<file path="src/rtl/mht_pkg.sv">
// ----------------------------------------------------------------------------
// mht_pkg: shared definitions for the masked histogram threshold block
// Sizes, command codes, the queued item format and the back-end states.
// ----------------------------------------------------------------------------
package mht_pkg;

  // Grey level width (8..16), coarse bin width (4..8) and count width (16..32).
  localparam int PixelBits  = 16;
  localparam int CoarseBits = 8;
  localparam int CountBits  = 32;

  localparam int FineDepth   = 2 ** PixelBits;
  localparam int CoarseDepth = 2 ** CoarseBits;

  // Queue between the front and back parts; the depth must be a power of two.
  localparam int QueueDepth = 4;
  localparam int QPtrBits   = $clog2(QueueDepth);

  localparam logic [7:0] FullMask   = 8'hFF;
  localparam logic [7:0] Foreground = 8'hFF;
  localparam logic [7:0] Background = 8'h00;

  typedef enum logic [1:0] {
    CMD_ACCUMULATE = 2'd0,
    CMD_THRESHOLD  = 2'd1,
    CMD_READ       = 2'd2,
    CMD_CLEAR      = 2'd3
  } cmd_e;

  // Configuration register index, taken from the word address.
  typedef enum logic {
    REG_EDGE_LEVEL = 1'b0,
    REG_UNUSED     = 1'b1
  } reg_e;

  typedef enum logic {
    BS_RUN   = 1'b0,
    BS_SWEEP = 1'b1
  } back_state_e;

  typedef struct packed {
    cmd_e                  op;
    logic [PixelBits-1:0]  fine_addr;
    logic [CoarseBits-1:0] coarse_addr;
    logic                  fg;
  } item_t;

endpackage

</file>
<file path="src/rtl/mht_front.sv">
// ----------------------------------------------------------------------------
// mht_front: command decode and item queue
// Classifies each accepted transaction, drops unmasked accumulations, works out
// the threshold decision and queues the rest for the back end.
// ----------------------------------------------------------------------------
module mht_front (
  input  logic                 clk_i,
  input  logic                 rst_ni,
  input  logic                 accept_i,
  input  logic [1:0]           command_i,
  input  logic [15:0]          pixel_value_i,
  input  logic [7:0]           mask_value_i,
  input  logic [15:0]          fine_index_i,
  input  logic [7:0]           coarse_index_i,
  input  logic [15:0]          edge_level_i,
  output logic                 full_o,
  output mht_pkg::item_t       head_o,
  output logic                 head_valid_o,
  input  logic                 pop_i
);

  mht_pkg::item_t                  item;
  logic                            keep;
  logic                            mask_full;
  logic [mht_pkg::PixelBits-1:0]   pix;
  logic [mht_pkg::PixelBits-1:0]   edge_lvl;

  mht_pkg::item_t                  q_mem_q [mht_pkg::QueueDepth];
  logic [mht_pkg::QPtrBits-1:0]    wr_ptr_q, wr_ptr_d;
  logic [mht_pkg::QPtrBits-1:0]    rd_ptr_q, rd_ptr_d;
  logic [mht_pkg::QPtrBits:0]      count_q, count_d;
  logic                            push;

  always_comb begin
    pix       = pixel_value_i[mht_pkg::PixelBits-1:0];
    edge_lvl  = edge_level_i[mht_pkg::PixelBits-1:0];
    mask_full = (mask_value_i == mht_pkg::FullMask);
    item.op   = mht_pkg::cmd_e'(command_i);
    item.fg   = mask_full && (pix >= edge_lvl);
    keep      = 1'b1;
    case (mht_pkg::cmd_e'(command_i))
      mht_pkg::CMD_READ: begin
        item.fine_addr   = fine_index_i[mht_pkg::PixelBits-1:0];
        item.coarse_addr = coarse_index_i[mht_pkg::CoarseBits-1:0];
      end
      mht_pkg::CMD_ACCUMULATE: begin
        item.fine_addr   = pix;
        item.coarse_addr = pix[mht_pkg::PixelBits-1 -: mht_pkg::CoarseBits];
        keep             = mask_full;
      end
      default: begin
        item.fine_addr   = pix;
        item.coarse_addr = pix[mht_pkg::PixelBits-1 -: mht_pkg::CoarseBits];
      end
    endcase
  end

  assign push         = accept_i && keep;
  assign full_o       = (count_q == (mht_pkg::QPtrBits+1)'(mht_pkg::QueueDepth));
  assign head_valid_o = (count_q != '0);
  assign head_o       = q_mem_q[rd_ptr_q];

  always_comb begin
    wr_ptr_d = wr_ptr_q;
    rd_ptr_d = rd_ptr_q;
    count_d  = count_q;
    if (push) begin
      wr_ptr_d = wr_ptr_q + 1'b1;
    end
    if (pop_i) begin
      rd_ptr_d = rd_ptr_q + 1'b1;
    end
    if (push && !pop_i) begin
      count_d = count_q + 1'b1;
    end else if (pop_i && !push) begin
      count_d = count_q - 1'b1;
    end
  end

  always_ff @(posedge clk_i or negedge rst_ni) begin
    if (!rst_ni) begin
      wr_ptr_q <= '0;
      rd_ptr_q <= '0;
      count_q  <= '0;
    end else begin
      wr_ptr_q <= wr_ptr_d;
      rd_ptr_q <= rd_ptr_d;
      count_q  <= count_d;
    end
  end

  always_ff @(posedge clk_i) begin
    if (push) begin
      q_mem_q[wr_ptr_q] <= item;
    end
  end

endmodule

</file>
<file path="config.mk">
export PLATFORM = sky130hd
export DESIGN_NAME = mht_front
export DESIGN_NICKNAME = d
export VERILOG_FILES = /design/src/rtl/mht_pkg.sv /design/src/rtl/mht_front.sv
export SDC_FILE = /design/constraint.sdc
export NUM_CORES = 1
export LEC_CHECK = 0
export ABC_AREA = 1
export BUFFER_PORTS_ARGS = -buffer_cell sky130_fd_sc_hd__buf_4
export CAP_MARGIN = 30
export CORE_MARGIN = 1.5
export CORE_UTILIZATION = 55
export CTS_CLUSTER_DIAMETER = 100
export DETAILED_ROUTE_END_ITERATION = 16
export PLACE_DENSITY = 0.79
export RECOVER_POWER = 50
export SETUP_SLACK_MARGIN = 0.15
export SYNTH_ARGS = -nofsm -noshare
export SYNTH_HDL_FRONTEND = slang
export SYNTH_SLANG_ARGS = --single-unit
</file>
<file path="constraint.sdc">
create_clock -name clk_i -period 6.75 [get_ports clk_i]
set_clock_uncertainty 0.15 [all_clocks]
set_input_delay 1.35 -clock clk_i [delete_from_list [all_inputs] [get_ports clk_i]]
set_output_delay 1.35 -clock clk_i [all_outputs]
set_load 0.01 [all_outputs]
</file>
==> impl_metrics.toml, run 1 <==
[setup_path]
worst_path_largest_cell_delay_ns = 1.29
crit_fanout = 28
endpoint_kind = "output pin"
slowest_stage = "clkinvlp_2"
crit_path_cell_trace = "clkinvlp_2, o21ai_1, o22ai_1, buf_4"
reg2reg_slack_ns = 3.70
crit_start = "rd_ptr_q[1]$_DFFE_PN0P_"
worstPathRequired_ns = 5.25
regToRegStartpoint = "rd_ptr_q[1]$_DFFE_PN0P_"
path_delay_family = "buffers and inverters"
cp_num_buf_inv = 2
crit_type = "register to output pin"
cp_data_arrival_time_ns = 3.53
startpoint_type = "register"

[grt]
antenna_found_initial = 0
grt_use_total_pct = 24.3
busiest_layer = "met2"
grt_use_met3_pct = 6.96
grtUsageMet1_pct = 30.0
met2_usage_pct = 39.6
grt_overflow = 0
grt_pass1_wl_mm = 17.8
grt_pass1_vias = 3652
grt_max_degree = 58

[synth]
ys_warn_count = 0
synth_edf_count = 108
yosys.area.top_type_share_pct = 62.4
netlist_top_cells_area = "edfxtp_1 62%, ha_1 5.1%, nor2_1 4.8%"
synth_fp_nets = 528
yosysSeqAreaShare_pct = 65.7
synth.most_common_cell = "edfxtp_1"
synthDistinctLibCells = 28
synth_top_flop_cell = "edfxtp_1"
synthArstFlopShare_pct = 6.09
synth_seq_cells = 115
yosysTopAreaCell = "edfxtp_1"
ys_top_cells_by_count = "108 x edfxtp_1, 67 x nor2_1, 49 x nand2_1"
netlist_instances = 436
synthesis.area_per_instance_sq_um = 11.9
synthesis.area_sq_mm = 0.00520

[cts]
post-cts-setup-buffers = 0
cts_hold_buf = 0
clock_path_buffers = 2
cts_tree = "built"
numCtsBuffers = 17
cts.sinks = 115
clk_pin_slew_ns = 0.05
ctsHtreeMaxLevel = 4
clock_latency_ns = 0.51
clockRootBuffer = "clkbuf_8"
cts_resized = 0

[power]
p_seq_share_pct = 37.0
switchingPower_uw = 870
max-vdd-ir-drop_uv = 240
p_per_area_mw_per_mm2 = 409
pwr-share-clk_pct = 30.5
leakagePower_nw = 2.61
p_sw_share_pct = 32.8
p_int_mw = 1.78
p_comb_share_pct = 32.6

[routing]
wire_per_inst_um = 17.3
totalWireLength_mm = 11.5
drcViolationCount = 0
dr.first_iter.drc_count = 209
vias = 3709
final_antenna_net_count = 0
via_per_inst = 5.60
drtPass1Iterations = 4

[floorplanning]
die_h_um = 100
die_w_um = 100
pin_count = 99
dieArea_sq_mm = 0.0100
start_util_pct = 56.5
coreArea_sq_mm = 0.00920
rows = 35

[run_status]
violations = "max-capacitance violations, max-slew violations"
status = "finished, violations left"

[sta]
max_freq_mhz = 199
rsz0062_at_grt = "false"
worst_pin_slew_ns = 1.76
tns_ns = 0
period_needed_ns = 5.03
maxSlewHeadroom_pct = -17.5
hold_violations = 0
drv_slew = 28
setup_viol = 0
fin_crit_sh_pct = 74.5

[place]
dp_hpwl_mm = 7.24
io_buffers = 98
gp_congestion = 0.885
numPlacedInstances = 630

[cells_and_area]
n_antenna_cell = 0
stdcell_count = 662
fillers = 647
drive_gt1_share_pct = 24.7
syn_to_final_growth_pct = 24.6
nets = 630

[run]
drv_cap = 1

[worst_hold_path]
hold_class = "register to register"
holdCritStartpoint = "count_q[0]$_DFFE_PN0P_"
[layout make-up]
| cell class | instances | area [sq um] | area share [%] |
|---|---|---|---|
| inverter | 33 | 130 | 2.01 |
| clock inverter | 5 | 25.0 | 0.386 |
| clock buffer | 27 | 523 | 8.07 |
| multi-input combinational | 268 | 1490 | 22.9 |
| sequential | 115 | 3420 | 52.8 |
| timing repair buffer | 103 | 754 | 11.6 |
| tap | 111 | 139 | 2.14 |
[cells in the final DEF, fill, tap and decap left out, drive strengths merged, types with 5 or more instances in the layout]
cell type  synthesis  layout
a21oi             10      10
buf               18      97
clkbuf             2      33
clkinv             0       5
dfrtp              7       7
edfxtp           108     108
ha                21      21
inv               33      32
mux2               8       8
nand2             51      51
nand3             16      16
nor2              67      67
o21ai             58      58
o22ai             27      27
[worst paths after layout]
kind | depth (start not counted) | end
max in group asynchronous | 1 | rd_ptr_q[0]$_DFFE_PN0P_
max | 4 | head_o[5]
max reg2reg | 2 | rd_ptr_q[1]$_DFFE_PN0P_
min | 1 | count_q[0]$_DFFE_PN0P_
min reg2reg | 1 | count_q[0]$_DFFE_PN0P_
min in group asynchronous | 1 | count_q[2]$_DFFE_PN0P_
[per-layer routing]
layer / up-vias / share of wire, %
met5: - / 0
met3: 27 / 7.0
met2: 168 / 51
met1: 1751 / 40
met4: 0 / 2.5
li1: 1763 / -
[stage by stage]
step | setup WS [ns] | hold slack (ns) | util (%) | power, mW | area [sq um]
3_3_place_gp | 3.44 | 0.389 | 64.8 | 1.83 | 5960
2_1_floorplan | 3.33 | 0.373 | - | 1.53 | 5200
3_5_place_dp | 3.40 | 0.406 | 64.8 | 1.85 | 5960
4_1_cts | 2.87 | 0.418 | 70.8 | 2.66 | 6510
6_report | 1.72 | 0.411 | 70.4 | 2.65 | 6480
5_1_grt | 1.45 | 0.450 | 70.4 | 2.78 | 6480
[flip-flops by register name (all words and copies together) (netlist names)]
register and cells:
count_q 3, q_mem_q 108, rd_ptr_q 2, wr_ptr_q 2
[power groups by stage]
stage / clock network [mW] / registers [mW] / logic [mW]
6_report: 0.807 / 0.979 / 0.864
4_1_cts: 0.808 / 0.979 / 0.870
3_3_place_gp: 0 / 0.987 / 0.840
3_5_place_dp: 0 / 0.991 / 0.864
2_1_floorplan: 0 / 0.960 / 0.566
5_1_grt: 0.843 / 0.990 / 0.946
[logic make-up (layout without fill, tap and decap cells)]
| family | after synthesis | count (layout) | synth area share [%] |
|---|---|---|---|
| xor gates and xnor gates | 5 | 5 | 0.842 |
| AOI/OAI and AO/OA | 96 | 96 | 10.0 |
| DFF | 115 | 115 | 65.7 |
| adders and majority gates | 22 | 22 | 5.44 |
| buffers and inverters | 53 | 168 | 5.68 |
| and+or+nand+nor | 137 | 137 | 10.6 |
| muxes | 8 | 8 | 1.73 |
Note: power is estimated with default switching activity, not from simulation.
==> run 2: changes to the inputs <==
Settings changed: CORE_UTILIZATION 55 to 50, PLACE_DENSITY 0.79 to 0.76.
Clock period 6.75 ns to 4.45 ns, I/O delays scaled along.
==> run 2 against run 1 <==
Compared with the run above:
- the run still ends with max-capacitance violations, max-slew violations left
- power is 56% higher
- combinational power increased by 49%
- global-route usage down 3.3 points
- critical path depth increased by 2
- design area up 1.4%
- sequential power is 54% higher
- sequential share of layout area fell by 0.73 points
- worst hold slack lost 0.31 ns
- critical path type is now primary input to register
- largest cell class unchanged
==> impl_metrics.toml, run 2 (synthesis gave the netlist of run 1 again) <==
[run_status]
status = "finished, violations left"
violations = "max-capacitance violations, max-slew violations"

[power]
max-vdd-ir-drop_uv = 255
leakagePower_nw = 2.63
fin_total_pwr_mw = 4.13
p_per_area_mw_per_mm2 = 629

[floorplanning]
rows = 37
dieArea_sq_mm = 0.0110
start_util_pct = 51.1
pin_count = 99
coreArea_sq_mm = 0.0102
die_h_um = 105
die_w_um = 105

[place]
place_area_sq_mm = 0.00600
io_buffers = 98
dp_hpwl_mm = 6.91
gp_congestion = 0.772

[sta]
worst_pin_slew_ns = 1.75
max_freq_mhz = 293
drv_slew = 28
maxSlewHeadroom_pct = -16.6
hold_violations = 0
fin_crit_sh_pct = 76.6
rsz0062_at_grt = "false"
tns_ns = 0
timing.hold.ws_ns = 0.104
setup_viol = 0
period_needed_ns = 3.41

[cts]
clock_latency_ns = 0.51
ctsHtreeMaxLevel = 4
clock_path_buffers = 2
cts_hold_buf = 0
clk_pin_slew_ns = 0.05
clockRootBuffer = "clkbuf_8"
cts_resized = 0
cts_tree = "built"
post-cts-setup-buffers = 0
numCtsBuffers = 17
cts.sinks = 115

[grt]
grt_max_degree = 55
grt_overflow = 0
antenna_found_initial = 0
grt_use_total_pct = 21.1
grt_pass1_wl_mm = 17.3
grt_pass1_vias = 3609

[routing]
wire_per_inst_um = 16.1
drtPass1Iterations = 5
totalWireLength_mm = 11.0
via_per_inst = 5.42
dr.first_iter.drc_count = 271
vias = 3723
final_antenna_net_count = 0
drcViolationCount = 0

[cells_and_area]
regArea_sq_mm = 0.00342
multi_input_area_sq_mm = 0.00149
largest_reg_flops = 108
fillers = 754
syn_to_final_growth_pct = 26.3
layout_commonest_cell = "edfxtp_1"
nets = 630
layout_common_cells = "108 x edfxtp_1, 98 x buf_4, 63 x nor2_1"
n_antenna_cell = 0
postLayoutCellArea_sq_mm = 0.00657
top_regs = "q_mem_q (108), count_q (3)"
final_core_util_pct = 64.5
regMostFlops = "q_mem_q"
drive_gt1_share_pct = 24.5

[setup_path]
endpoint_kind = "register"
r2r-end = "q_mem_q[0][4]$_DFFE_PP_"
r2r_cells = 5
startpoint_type = "primary input"
cp_data_arrival_time_ns = 3.36
crit_type = "primary input to register"
crit_fanout = 27
worstPathRequired_ns = 4.39
regToRegStartpoint = "wr_ptr_q[0]$_DFFE_PN0P_"
reg2reg_slack_ns = 1.78

[worst_hold_path]
hold_class = "primary input to async pin"

[run]
drv_cap = 1
## run 2: where the power goes
| part | internal [mW] | total, mW | switching [mW] |
|---|---|---|---|
| Sequential | 1.39 | 1.51 | 0.123 |
| Combinational | 0.535 | 1.29 | 0.754 |
| Clock | 0.901 | 1.33 | 0.428 |
| Total | 2.83 | 4.13 | 1.31 |
## run 2: per-layer routing
| layer | global-route usage (%) | wire (um) | vias up |
|---|---|---|---|
| met4 | 9.88 | 243 | 0 |
| met2 | 35.1 | 5550 | 174 |
| li1 | - | - | 1758 |
| met1 | 25.4 | 4480 | 1763 |
| met5 | 0 | 0 | - |
| met3 | 5.80 | 776 | 28 |
## run 2: worst max-delay path by stage
stage                                  from                 endpoint
global route                   command_i[1]  q_mem_q[0][4]$_DFFE_PP_
finish                         command_i[1]  q_mem_q[0][4]$_DFFE_PP_
detailed placement  rd_ptr_q[1]$_DFFE_PN0P_                head_o[4]
CTS                 rd_ptr_q[1]$_DFFE_PN0P_                head_o[4]
global placement    rd_ptr_q[1]$_DFFE_PN0P_                head_o[4]
floorplan                   mask_value_i[3]  q_mem_q[0][0]$_DFFE_PP_
## run 2: worst max-delay path, cell delays in order
cell,delay (ns)
clkbuf_1,0.67
nor2_1,0.11
nand2_1,0.10
nand2_1,0.18
nor2_2,0.13
clkbuf_1,1.26
## run 2: area by class of cell
type	instances	area share [%]
Clock buffer	21	6.54
Multi-Input combinational cell	268	22.6
Timing Repair Buffer	103	11.7
Sequential cell	115	52.1
Inverter	33	2.00
Tap cell	136	2.59
Clock inverter	11	2.44
## run 2: through the flow
stage / worst slack [ns] / std cells
after floorplan: 1.49 / 436
after global placement: 1.65 / 655
after detailed placement: 1.61 / 655
after CTS: 1.08 / 687
after global routing: 0.860 / 687
final: 1.04 / 687
